**src/rtl/htfd_pkg.sv**
```systemverilog
`default_nettype none

package htfd_pkg;

  typedef enum logic [1:0] {
    STATUS_OK       = 2'd0,
    STATUS_TEMP_CRC = 2'd1,
    STATUS_HUM_CRC  = 2'd2
  } status_e;

  localparam logic [2:0] POS_TEMP_HI  = 3'd0;
  localparam logic [2:0] POS_TEMP_LO  = 3'd1;
  localparam logic [2:0] POS_TEMP_CRC = 3'd2;
  localparam logic [2:0] POS_HUM_HI   = 3'd3;
  localparam logic [2:0] POS_HUM_LO   = 3'd4;
  localparam logic [2:0] POS_HUM_CRC  = 3'd5;

  localparam logic [7:0]  CRC_INIT    = 8'hFF;
  localparam logic [7:0]  CRC_POLY_RST = 8'h31;
  localparam logic [14:0] TEMP_SCALE  = 15'd17500;
  localparam logic [13:0] HUM_SCALE   = 14'd10000;
  localparam logic [14:0] TEMP_OFFSET = 15'd4500;

  localparam int unsigned TPROD_W = 31;
  localparam int unsigned HPROD_W = 30;

  typedef struct packed {
    logic [TPROD_W-1:0] temp_prod;
    logic [HPROD_W-1:0] hum_prod;
    logic [15:0]        temp_word;
    logic [15:0]        hum_word;
    status_e            status;
  } scale_req_t;

  function automatic logic [7:0] crc8_update(input logic [7:0] crc, input logic [7:0] b,
                                             input logic [7:0] poly);
    logic [7:0] c;
    c = crc ^ b;
    for (int k = 0; k < 8; k++) begin
      if (c[7]) begin
        c = {c[6:0], 1'b0} ^ poly;
      end else begin
        c = {c[6:0], 1'b0};
      end
    end
    return c;
  endfunction

  // floor(y / 65535) for y below 32768 * 65535, so that the quotient fits in 15 bits
  function automatic logic [14:0] div_by_65535(input logic [TPROD_W-1:0] y);
    logic [31:0] s;
    s = {1'b0, y} + {17'b0, y[30:16]} + 32'd1;
    return s[30:16];
  endfunction

endpackage

`default_nettype wire

```
**src/rtl/humidity_temp_frame_decoder_unit.sv**
```systemverilog
`default_nettype none

// Decodes six-byte temperature/humidity frames (temperature high, low, CRC, humidity
// high, low, CRC), checking each word with a CRC-8 (init 0xFF, MSB first, polynomial
// from cfg_wdata_i, reset 0x31). One byte is accepted per cycle while in_ready_o is high;
// the CRC update and the constant-scale multiply are combinational, so the sustained rate
// is one byte per clock while the output does not stall. The scaling products of a frame
// are registered in req_q with its sixth byte; htfd_scale then divides them by 65535 and
// applies the temperature offset into its output register once that register is free.
// frame_start_i restarts a frame and drops any partial one. Write the polynomial only while
// no frame is in flight.
module humidity_temp_frame_decoder_unit (
  input  wire logic          clk_i,
  input  wire logic          rst_ni,
  input  wire logic          in_valid_i,
  output logic               in_ready_o,
  input  wire logic [7:0]    data_byte_i,
  input  wire logic          frame_start_i,
  input  wire logic          cfg_we_i,
  input  wire logic [7:0]    cfg_wdata_i,
  output logic               out_valid_o,
  input  wire logic          out_ready_i,
  output logic signed [14:0] temperature_centi_o,
  output logic [13:0]        humidity_centi_o,
  output logic [15:0]        temperature_word_o,
  output logic [15:0]        humidity_word_o,
  output logic [1:0]         frame_status_o
);

  logic [7:0]  poly_q;
  logic [2:0]  pos_d, pos_q;
  logic [7:0]  crc_d, crc_q;
  logic [15:0] temp_d, temp_q;
  logic [7:0]  hum_hi_d, hum_hi_q;
  logic [7:0]  hum_lo_d, hum_lo_q;
  logic        temp_good_d, temp_good_q;
  logic [2:0]  pos;
  logic [7:0]  crc_base;
  logic        restart;
  logic        in_xfer;
  logic        frame_done;
  logic [15:0] hum_word;

  logic                 req_valid_q;
  logic                 req_ready;
  logic                 stage_ready;
  htfd_pkg::scale_req_t req_d, req_q;

  assign stage_ready = !req_valid_q || req_ready;
  assign in_ready_o  = stage_ready;
  assign in_xfer     = in_valid_i && in_ready_o;

  always_comb begin
    restart     = frame_start_i || (pos_q > htfd_pkg::POS_HUM_CRC);
    pos         = restart ? htfd_pkg::POS_TEMP_HI : pos_q;
    crc_base    = restart ? htfd_pkg::CRC_INIT : crc_q;
    pos_d       = pos + 3'd1;
    crc_d       = crc_base;
    temp_d      = temp_q;
    hum_hi_d    = hum_hi_q;
    hum_lo_d    = hum_lo_q;
    temp_good_d = temp_good_q;
    frame_done  = 1'b0;
    hum_word    = {hum_hi_q, hum_lo_q};
    unique case (pos)
      htfd_pkg::POS_TEMP_HI: begin
        temp_d = {data_byte_i, temp_q[7:0]};
        crc_d  = htfd_pkg::crc8_update(crc_base, data_byte_i, poly_q);
      end
      htfd_pkg::POS_TEMP_LO: begin
        temp_d = {temp_q[15:8], data_byte_i};
        crc_d  = htfd_pkg::crc8_update(crc_base, data_byte_i, poly_q);
      end
      htfd_pkg::POS_TEMP_CRC: begin
        temp_good_d = (crc_base == data_byte_i);
        crc_d       = htfd_pkg::CRC_INIT;
      end
      htfd_pkg::POS_HUM_HI: begin
        hum_hi_d = data_byte_i;
        crc_d    = htfd_pkg::crc8_update(crc_base, data_byte_i, poly_q);
      end
      htfd_pkg::POS_HUM_LO: begin
        hum_lo_d = data_byte_i;
        crc_d    = htfd_pkg::crc8_update(crc_base, data_byte_i, poly_q);
      end
      default: begin
        frame_done = 1'b1;
        crc_d      = htfd_pkg::CRC_INIT;
        pos_d      = htfd_pkg::POS_TEMP_HI;
      end
    endcase

    req_d.temp_prod = htfd_pkg::TPROD_W'(temp_q) * htfd_pkg::TPROD_W'(htfd_pkg::TEMP_SCALE);
    req_d.hum_prod  = htfd_pkg::HPROD_W'(hum_word) * htfd_pkg::HPROD_W'(htfd_pkg::HUM_SCALE);
    req_d.temp_word = temp_q;
    req_d.hum_word  = hum_word;
    if (!temp_good_q) begin
      req_d.status = htfd_pkg::STATUS_TEMP_CRC;
    end else if (crc_base != data_byte_i) begin
      req_d.status = htfd_pkg::STATUS_HUM_CRC;
    end else begin
      req_d.status = htfd_pkg::STATUS_OK;
    end
  end

  always_ff @(posedge clk_i or negedge rst_ni) begin
    if (!rst_ni) begin
      poly_q      <= htfd_pkg::CRC_POLY_RST;
      pos_q       <= htfd_pkg::POS_TEMP_HI;
      crc_q       <= htfd_pkg::CRC_INIT;
      temp_q      <= 16'd0;
      hum_hi_q    <= 8'd0;
      hum_lo_q    <= 8'd0;
      temp_good_q <= 1'b0;
      req_valid_q <= 1'b0;
    end else begin
      if (cfg_we_i) begin
        poly_q <= cfg_wdata_i;
      end
      if (in_xfer) begin
        pos_q       <= pos_d;
        crc_q       <= crc_d;
        temp_q      <= temp_d;
        hum_hi_q    <= hum_hi_d;
        hum_lo_q    <= hum_lo_d;
        temp_good_q <= temp_good_d;
      end
      if (stage_ready) begin
        req_valid_q <= in_xfer && frame_done;
      end
    end
  end

  always_ff @(posedge clk_i) begin
    if (in_xfer && frame_done) begin
      req_q <= req_d;
    end
  end

  htfd_scale u_scale (
    .clk_i              (clk_i),
    .rst_ni             (rst_ni),
    .req_valid_i        (req_valid_q),
    .req_i              (req_q),
    .req_ready_o        (req_ready),
    .out_valid_o        (out_valid_o),
    .out_ready_i        (out_ready_i),
    .temperature_centi_o(temperature_centi_o),
    .humidity_centi_o   (humidity_centi_o),
    .temperature_word_o (temperature_word_o),
    .humidity_word_o    (humidity_word_o),
    .frame_status_o     (frame_status_o)
  );

endmodule

`default_nettype wire

```
**src/rtl/htfd_scale.sv**
```systemverilog
`default_nettype none

module htfd_scale (
  input  wire logic                 clk_i,
  input  wire logic                 rst_ni,
  input  wire logic                 req_valid_i,
  input  wire htfd_pkg::scale_req_t req_i,
  output logic                      req_ready_o,
  output logic                      out_valid_o,
  input  wire logic                 out_ready_i,
  output logic signed [14:0]        temperature_centi_o,
  output logic [13:0]               humidity_centi_o,
  output logic [15:0]               temperature_word_o,
  output logic [15:0]               humidity_word_o,
  output logic [1:0]                frame_status_o
);

  logic              out_valid_q;
  logic [14:0]       temp_scaled;
  logic [14:0]       hum_scaled;
  logic signed [14:0] temp_centi_d, temp_centi_q;
  logic [13:0]       hum_centi_d, hum_centi_q;
  logic [15:0]       temp_word_q;
  logic [15:0]       hum_word_q;
  htfd_pkg::status_e status_q;

  assign req_ready_o = !out_valid_q || out_ready_i;

  always_comb begin
    temp_scaled  = htfd_pkg::div_by_65535(req_i.temp_prod);
    hum_scaled   = htfd_pkg::div_by_65535({1'b0, req_i.hum_prod});
    temp_centi_d = signed'(temp_scaled - htfd_pkg::TEMP_OFFSET);
    hum_centi_d  = hum_scaled[13:0];
  end

  always_ff @(posedge clk_i or negedge rst_ni) begin
    if (!rst_ni) begin
      out_valid_q <= 1'b0;
    end else if (req_ready_o) begin
      out_valid_q <= req_valid_i;
    end
  end

  always_ff @(posedge clk_i) begin
    if (req_ready_o && req_valid_i) begin
      temp_centi_q <= temp_centi_d;
      hum_centi_q  <= hum_centi_d;
      temp_word_q  <= req_i.temp_word;
      hum_word_q   <= req_i.hum_word;
      status_q     <= req_i.status;
    end
  end

  assign out_valid_o         = out_valid_q;
  assign temperature_centi_o = temp_centi_q;
  assign humidity_centi_o    = hum_centi_q;
  assign temperature_word_o  = temp_word_q;
  assign humidity_word_o     = hum_word_q;
  assign frame_status_o      = status_q;

endmodule

`default_nettype wire

```
**config.mk**
```make
export PLATFORM = sky130hd
export DESIGN_NAME = humidity_temp_frame_decoder_unit
export DESIGN_NICKNAME = d
export VERILOG_FILES = /design/src/rtl/htfd_pkg.sv /design/src/rtl/humidity_temp_frame_decoder_unit.sv /design/src/rtl/htfd_scale.sv
export SDC_FILE = /design/constraint.sdc
export NUM_CORES = 1
export LEC_CHECK = 0
export BUFFER_PORTS_ARGS = -buffer_cell sky130_fd_sc_hd__buf_4
export CORE_MARGIN = 2
export CORE_UTILIZATION = 30
export CTS_CLUSTER_SIZE = 20
export DETAILED_ROUTE_END_ITERATION = 8
export GPL_TIMING_DRIVEN = 1
export PLACE_DENSITY = 0.52
export SYNTH_ARGS = -nofsm -noshare
export SYNTH_HDL_FRONTEND = slang
export SYNTH_SLANG_ARGS = --single-unit
export TNS_END_PERCENT = 30
```
**constraint.sdc**
```tcl
create_clock -name clk_i -period 18.7 [get_ports clk_i]
set_input_delay 0 -clock clk_i [delete_from_list [all_inputs] [get_ports clk_i]]
set_output_delay 0 -clock clk_i [all_outputs]
set_load 0.05 [all_outputs]
```
==> flow_summary.json, run 1 <==
{
  "status": "completed",
  "detail-route-antenna-nets": 0,
  "finalNetCount": 1756,
  "fp-row-count": 81,
  "worst_hold_path_type": "input port to asynchronous set/reset pin",
  "hold_viol_final": 0,
  "die_w_um": 228,
  "max_stage_delay_ns": 0.53,
  "routabilityCongestion": 0.805,
  "crit_type": "flip-flop to flip-flop",
  "via_per_inst": 4.50,
  "synth_seq_area_share_pct": 38.6,
  "die_h_um": 228,
  "cts.sinks": 201,
  "fmax_mhz": 183,
  "setup_viol": 0,
  "crit_chain": "ha_1 > fa_1 > ha_1 > ha_1 > inv_1 > fa_1 > inv_1 > fa_1 > a21o_1 > a21oi_1 > o21bai_1 > a21oi_1 > o21bai_1 > a21oi_1 > a21oi_1 > a21o_1 > a311o_1 > nand3_1 > a31oi_1 > xor2_1",
  "overflow": 0,
  "drc_errors": 0,
  "clk_pin_slew_ns": 0.06,
  "vias": 9624,
  "synth_top_area_share_pct": 29.5,
  "dp_hpwl_um": 24000,
  "rsz0062_at_grt": "false",
  "route.met2.wl_um": 14700,
  "diodes": 0,
  "post-route-util_pct": 35.6,
  "worst_slew_pin_slew_ns": 0.931,
  "wl_met3_um": 1180,
  "synth_top_area_cell": "edfxtp_1",
  "avgSynthCellArea_um2": 11.3,
  "routedWlPerCell_um": 14.6,
  "io_buffers": 86,
  "fin_area_um2": 17500,
  "grt_max_degree": 71,
  "grt_pass1_wl_um": 51500,
  "synth_area_um2": 15000,
  "pin_count": 87,
  "critPathMaxFanout": 7,
  "drv_cap": 0,
  "routed_wl_um": 31300,
  "ys_ff_latch": 201,
  "synth.top_cells.by_area": "edfxtp_1, ha_1, fa_1, dfrtp_1, inv_1",
  "netlist-cell-type-count": 77,
  "path_common_cell": "a21oi_1",
  "post-route-period-util_pct": 29.3,
  "drive_gt1_share_pct": 13.3,
  "cp-end-kind": "flip-flop",
  "ys.flop_type": "edfxtp_1",
  "relSlewSlack_pct": 38.0,
  "syn_nets": 1631,
  "synth_edf_count": 147,
  "syn2layout_area_growth_pct": 16.9,
  "worst_setup_path_start_kind": "flip-flop",
  "slowest_stage": "fa_1",
  "drv_slew": 0,
  "wl_met1_um": 14800,
  "drtIter0Drc": 293,
  "cts_max_level": 1,
  "r2r_setup_slack_ns": 13.22,
  "clk_path_buf_depth": 3,
  "arrival_ns": 5.75,
  "antenna_found_initial": 0,
  "netlist_instances": 1332,
  "maxUsedRoutingLayer": "met4",
  "yosys_warnings": 0,
  "fin_skew_ns": 0.0263,
  "grt_pass1_vias": 9956,
  "setup_tns_ns": 0,
  "cts_buffers": 26,
  "fp.coreArea_um2": 49200,
  "cts_tree": "built",
  "async_flop_share_pct": 26.9,
  "crit_required_ns": 18.97,
  "period_minus_slack_ns": 5.48,
  "initial_core_util_pct": 30.5,
  "cts_root_buffer": "clkbuf_16",
  "placed_cell_area_um2": 16400,
  "grt_usage_pct": 12.6,
  "ctsResizeCount": 0,
  "die_area_um2": 51800,
  "dr.pass1.iters": 4,
  "clock_latency_ns": 0.56
}
==> worst paths after layout <==
kind,start,end,cells past startpoint
worst max-delay path,temp_q[3]$_DFFE_PN0P_,req_q[92]$_DFFE_PP_,20
worst min-delay path,rst_ni,poly_q[1]$_DFFE_PN0P_,2
max in group asynchronous,rst_ni,temp_q[12]$_DFFE_PN0P_,2
worst max register to register,temp_q[3]$_DFFE_PN0P_,req_q[92]$_DFFE_PP_,20
worst min register to register,req_q[17]$_DFFE_PP_,u_scale.humidity_word_o[15]$_DFFE_PP_,0
min in group clk_i,frame_start_i,pos_q[2]$_DFFE_PN0P_,5
==> Yosys cell counts, drive strengths merged (8+ instances only) <==
master  number
and2        12
nand3       20
dfstp       11
ha         197
nor2        39
mux2        32
nor2b        9
dfrtp       43
buf          8
xor2        37
edfxtp     147
clkbuf      16
a21oi       68
a31oi        9
inv        238
fa          80
nor3        23
o21bai      16
o21ai       40
xnor2       73
a21o        22
nand2       72
nand2b      10
==> metal layers <==
| layer | GRT usage [%] | up-vias |
|---|---|---|
| met5 | 0 | - |
| met4 | 3.58 | 0 |
| met3 | 1.76 | 32 |
| met2 | 21.3 | 133 |
| met1 | 16.8 | 4643 |
| li1 | - | 4816 |
==> registers in the layout, summed over array words and instances (netlist names) <==
| name | flops |
|---|---|
| req_q | 84 |
| temp_good_q | 1 |
| temp_q | 16 |
| u_scale.temperature_centi_o | 15 |
| u_scale.out_valid_o | 1 |
| req_valid_q | 1 |
| u_scale.frame_status_o | 2 |
| hum_hi_q | 8 |
| u_scale.humidity_centi_o | 14 |
| u_scale.humidity_word_o | 16 |
| hum_lo_q | 8 |
| poly_q | 8 |
| u_scale.temperature_word_o | 16 |
| crc_q | 8 |
| pos_q | 3 |
==> critical path, delay by kind of cell (launching register included) <==
kind	cells	cell delay [ns]
XOR/XNOR	1	0.16
AO/OA/AOI/OAI	10	1.97
flip-flops	1	0.47
AND/OR/NAND/NOR	1	0.10
buffers and inverters	2	0.12
adder cells (fa/ha/maj)	6	2.37
==> cell usage in the layout (no fill, tap or decap), types with 11 or more instances in the layout <==
cell           count
a21o_1            22
a21oi_1           67
and2_1            11
buf_4             88
clkbuf_16         26
dfrtp_1           43
dfstp_2           11
dlygate4sd3_1     33
edfxtp_1         147
fa_1              80
ha_1             197
inv_1            238
mux2_2            31
nand2_1           72
nand3_1           20
nor2_1            39
nor3_1            21
o21ai_0           35
o21bai_1          16
xnor2_1           67
xor2_1            36
==> repair_timing <==
| item | in CTS | in global routing |
|---|---|---|
| hold buffers | 33 | 0 |
| buffers inserted | 0 | 0 |
| endpoints found under the hold margin | 96 | 0 |
==> area by class of cell <==
type	instances	area (um2)
clock buffers	28	658
clock inverters	18	151
fillers	4899	31600
inverters	238	893
multi-input cells	869	8210
flip-flops and latches	201	5780
well taps	664	831
repair buffers	121	991
==> per-stage QoR <==
stage / std cells / setup WS [ns] / hold slack [ns]
5_1_grt: 2139 / 12.76 / 0.101
3_5_place_dp: 2060 / 13.22 / 0.107
3_3_place_gp: 2060 / 13.35 / 0.0994
6_report: 2139 / 13.22 / 0.0231
4_1_cts: 2139 / 13.19 / 0.0424
2_1_floorplan: 1332 / 7.57 / -0.296
==> cells by family (layout without fill, tap and decap cells) <==
group	count (synthesis)	count (layout)	synth area share [%]
mux	38	38	2.81
fa+ha+maj	278	278	27.2
simple gates	224	224	7.35
compound gates	212	212	9.44
flops	201	201	38.6
xor+xnor	117	117	7.94
buf+inv	262	405	6.70
Power of run 1 is not shown: default switching activity piles up to over one toggle a cycle in this logic, so the estimate is an artifact.
==> run 2, diff against run 1 <==
- clock period: 18.7 -> 5.45 ns (I/O delays scaled with it)
==> flow_summary.json, run 2 (synthesized netlist as in run 1, its figures left out) <==
{
  "drv_slew": 0,
  "clk_pin_slew_ns": 0.06,
  "regArea_um2": 5780,
  "drv_cap": 0,
  "post-route-period-util_pct": 94.5,
  "status": "completed",
  "cts_buffers": 27,
  "overflow": 0,
  "worst_setup_path_start_kind": "flip-flop",
  "cts.sinks": 201,
  "slowest_stage": "fa_1",
  "grt_pass1_vias": 9934,
  "largest_reg_flops": 84,
  "worst_hold_path_type": "input port to asynchronous set/reset pin",
  "syn2layout_area_growth_pct": 18.4,
  "fmax_mhz": 194,
  "finalNetCount": 1772,
  "cp_num_buf_inv": 2,
  "post_cts_buffers": 0,
  "final_cell_mix": "inv_1, ha_1, edfxtp_1",
  "drc_errors": 0,
  "antenna_found_initial": 0,
  "grt_pass1_wl_um": 52500,
  "rsz0062_at_grt": "false",
  "crit_chain": "ha_1 > fa_1 > ha_1 > ha_1 > inv_1 > fa_1 > inv_1 > fa_1 > a21o_1 > a21oi_2 > o21bai_1 > a21oi_2 > o21bai_1 > a21oi_2 > a21oi_1 > a21o_1 > a311o_1 > nand3_1 > a31oi_1 > xor2_1",
  "setup_tns_ns": 0,
  "pin_count": 87,
  "fp.coreArea_um2": 49200,
  "critPathMaxFanout": 4,
  "multi_input_area_um2": 8250,
  "cts_root_buffer": "clkbuf_16",
  "hold_viol_final": 0,
  "cp-end-kind": "flip-flop",
  "via_per_inst": 4.49,
  "io_buffers": 86,
  "dp_hpwl_um": 24700,
  "die_area_um2": 51800,
  "die_w_um": 228,
  "clock_latency_ns": 0.56,
  "grt_usage_pct": 12.9,
  "crit_required_ns": 5.75,
  "detail-route-antenna-nets": 0,
  "cts_max_level": 1,
  "routabilityCongestion": 0.797,
  "cp_top_family": "adder cells",
  "fin_skew_ns": 0.0121,
  "initial_core_util_pct": 30.5,
  "cts_tree": "built",
  "drive_gt1_share_pct": 14.9,
  "routedWlPerCell_um": 15.0,
  "dr.pass1.iters": 4,
  "crit_type": "flip-flop to flip-flop",
  "diodes": 0,
  "setup_viol": 0,
  "vias": 9685,
  "max_stage_delay_ns": 0.53,
  "routed_wl_um": 32300,
  "fp-row-count": 81,
  "die_h_um": 228,
  "largest_register": "req_q",
  "clk_path_buf_depth": 3,
  "relSlewSlack_pct": 40.2,
  "arrival_ns": 5.45,
  "fill_cells": 4845,
  "grt_max_degree": 64,
  "final_common_cell": "inv_1",
  "worst_slew_pin_slew_ns": 0.897,
  "drtIter0Drc": 306,
  "period_minus_slack_ns": 5.15
}
[run 2: changes by cell type in the layout (fill, tap and decap cells not counted), sizes merged]
cell	before	now
buf	88	103
bufinv	1	2
clkbuf	28	34
clkinvlp	4	1
[run 2: per-stage QoR]
| stage | hold WS (ns) | setup WS, ns | instances | cell area, um2 | util [%] |
|---|---|---|---|---|---|
| finish | 0.0329 | 0.297 | 2158 | 17700 | 36.1 |
| global route | 0.0895 | 0.00994 | 2158 | 17700 | 36.1 |
| CTS | 0.0460 | 0.0882 | 2158 | 17700 | 36.0 |
| detailed placement | 0.113 | 0.113 | 2075 | 16500 | 33.6 |
| global placement | 0.103 | 0.203 | 2075 | 16500 | 33.6 |
| floorplan | -0.296 | 0.375 | 1332 | 15000 | - |
[run 2: worst paths after layout]
kind / start / to / slack [ns] / cells after the start
min in group clk_i: frame_start_i / pos_q[2]$_DFFE_PN0P_ / 0.11 / 5
hold / removal: rst_ni / poly_q[1]$_DFFE_PN0P_ / 0.03 / 2
setup / recovery: temp_q[3]$_DFFE_PN0P_ / req_q[92]$_DFFE_PP_ / 0.30 / 20
hold reg to reg: req_q[14]$_DFFE_PP_ / u_scale.humidity_word_o[12]$_DFFE_PP_ / 0.41 / 0
setup reg to reg: temp_q[3]$_DFFE_PN0P_ / req_q[92]$_DFFE_PP_ / 0.30 / 20
max in group asynchronous: rst_ni / hum_lo_q[5]$_DFFE_PN0P_ / 4.84 / 2
[run 2: layout make-up]
type / count / area share (%)
Sequential cell: 201 / 32.6
Multi-Input combinational cell: 869 / 46.5
Inverter: 238 / 5.03
Clock buffer: 34 / 4.13
Clock inverter: 16 / 0.874
Tap cell: 664 / 4.68
Timing Repair Buffer: 136 / 6.22
[run 2: repair_timing]
item                       4_1_cts  5_1_grt
hold buffers                    33        0
setup endpoints to repair        0       11
hold endpoints to repair        97        0
resized for setup                0        9
[run 2: layer usage]
layer / part of all wire (%) / track usage (%)
met2: 47 / 22.0
met4: 2.0 / 3.48
met5: 0 / 0
met3: 3.3 / 1.70
met1: 47 / 17.1
Power of run 2 is left out for the same reason.
==> run 3, diff against run 2 <==
- CELL_PAD_IN_SITES_DETAIL_PLACEMENT: not set -> 0
- CELL_PAD_IN_SITES_GLOBAL_PLACEMENT: not set -> 2
- PLACE_DENSITY: 0.52 -> 0.68
==> flow_summary.json, run 3 (synthesized netlist as in run 1, its figures left out) <==
{
  "status": "completed",
  "overflow": 0,
  "cts_buffers": 28,
  "cp_num_buf_inv": 4,
  "worst_slew_pin_slew_ns": 0.973,
  "critPathLaunch": "temp_q[10]$_DFFE_PN0P_",
  "period_minus_slack_ns": 5.14,
  "diodes": 0,
  "dp_cells": 2078,
  "hold_viol_final": 0,
  "relSlewSlack_pct": 35.1,
  "drtIter0Drc": 371,
  "pin_count": 87,
  "die_w_um": 228,
  "routabilityCongestion": 0.793,
  "max_stage_delay_ns": 0.53,
  "clock_latency_ns": 0.56,
  "instances_no_fill": 2163,
  "fp-row-count": 81,
  "grt_pass1_wl_um": 54200,
  "io_buffers": 86,
  "routedWlPerCell_um": 15.7,
  "grt_max_degree": 64,
  "rsz0062_at_grt": "false",
  "critPathMaxFanout": 8,
  "vias": 9688,
  "r2r_start": "temp_q[10]$_DFFE_PN0P_",
  "slowest_stage": "dfrtp_1",
  "post-route-period-util_pct": 94.3,
  "dr.pass1.iters": 4,
  "largest_reg_flops": 84,
  "crit_required_ns": 5.73,
  "largest_register": "req_q",
  "setup_tns_ns": 0,
  "final_cell_mix": "inv_1, ha_1, edfxtp_1",
  "r2r_end": "req_q[92]$_DFFE_PP_",
  "routed_wl_um": 33900,
  "worst_hold_path_type": "input port to asynchronous set/reset pin",
  "die_h_um": 228,
  "fill_cells": 4865,
  "path_common_cell": "inv_1",
  "cp_top_family": "adder cells",
  "crit_type": "flip-flop to flip-flop",
  "die_area_um2": 51800,
  "via_per_inst": 4.48,
  "cts.sinks": 201,
  "grt_pass1_vias": 9767,
  "syn2layout_area_growth_pct": 19.0,
  "finalNetCount": 1776,
  "r2r_cells": 20,
  "setup.worst_path.end": "req_q[92]$_DFFE_PP_",
  "clk_pin_slew_ns": 0.06,
  "drive_gt1_share_pct": 15.4,
  "cp.depth": 20,
  "fp.coreArea_um2": 49200,
  "crit_chain": "ha_1 > inv_1 > fa_1 > inv_1 > ha_1 > fa_1 > inv_1 > fa_1 > inv_1 > ha_1 > o21a_1 > o21ai_0 > nand2b_1 > a21oi_1 > a21oi_1 > a21o_1 > a311o_1 > nand3_1 > a31oi_1 > xor2_1",
  "detail-route-antenna-nets": 0,
  "clk_path_buf_depth": 3,
  "arrival_ns": 5.42,
  "grt_usage_pct": 13.4,
  "worst_setup_path_start_kind": "flip-flop",
  "drv_cap": 0,
  "fin_skew_ns": 0.0228,
  "cts_root_buffer": "clkbuf_16",
  "initial_core_util_pct": 30.5,
  "drv_slew": 0,
  "r2r_setup_slack_ns": 0.31,
  "cp-end-kind": "flip-flop",
  "cts_max_level": 1,
  "antenna_found_initial": 0,
  "final_common_cell": "inv_1",
  "fmax_mhz": 195,
  "drc_errors": 0,
  "dp_hpwl_um": 25600,
  "setup_viol": 0,
  "cts_tree": "built"
}
==> run 3: what timing repair did <==
action                                 4_1_cts  5_1_grt
gates resized for setup                      0       12
buffers inserted                             0        0
hold buffers                                33        0
endpoints found under the hold margin       97        0
setup endpoints to repair                    0       10
==> run 3: how the worst min path moves through the flow <==
stage / startpoint / endpoint / cells past startpoint
final: rst_ni / poly_q[1]$_DFFE_PN0P_ / 2
after global routing: rst_ni / poly_q[1]$_DFFE_PN0P_ / 2
after CTS: rst_ni / poly_q[1]$_DFFE_PN0P_ / 2
after detailed placement: rst_ni / poly_q[1]$_DFFE_PN0P_ / 1
after global placement: rst_ni / poly_q[6]$_DFFE_PN0P_ / 1
after floorplan: rst_ni / hum_hi_q[0]$_DFFE_PN0P_ / 0
==> run 3: routing by layer <==
| metal | GRT usage, % | wire, um | up-vias |
|---|---|---|---|
| li1 | - | - | 4868 |
| met1 | 19.3 | 17100 | 4668 |
| met2 | 21.5 | 15200 | 114 |
| met3 | 1.54 | 990 | 38 |
| met4 | 3.06 | 570 | 0 |
| met5 | 0 | 0 | - |
==> run 3: area by class of cell <==
cell class / count / area [um2] / area share, %
Clock buffer: 35 / 747 / 4.19
Inverter: 238 / 893 / 5.01
Clock inverter: 17 / 190 / 1.07
Tap cell: 664 / 831 / 4.66
Timing Repair Buffer: 139 / 1130 / 6.32
Multi-Input combinational cell: 869 / 8260 / 46.3
Sequential cell: 201 / 5780 / 32.4
==> run 3: per-stage QoR <==
step                      worst slack, ns  utilization (%)  hold WS, ns  cell area [um2]
after floorplan                     0.375                -       -0.296            15000
after global placement              0.228             33.6        0.129            16500
after detailed placement            0.169             33.6        0.140            16500
after CTS                           0.125             36.2       0.0524            17800
after global routing               0.0180             36.3       0.0891            17800
final                               0.311             36.3       0.0246            17800
==> run 3: worst reg2reg max path: stages (launching register included) <==
cell,delay [ns]
dfrtp_1,0.53
ha_1,0.36
inv_1,0.05
fa_1,0.50
inv_1,0.04
ha_1,0.30
fa_1,0.48
inv_1,0.05
fa_1,0.52
inv_1,0.04
ha_1,0.35
o21a_1,0.21
o21ai_0,0.15
nand2b_1,0.07
a21oi_1,0.14
a21oi_1,0.07
a21o_1,0.22
a311o_1,0.38
nand3_1,0.11
a31oi_1,0.12
xor2_1,0.17
Power of run 3 is left out for the same reason.
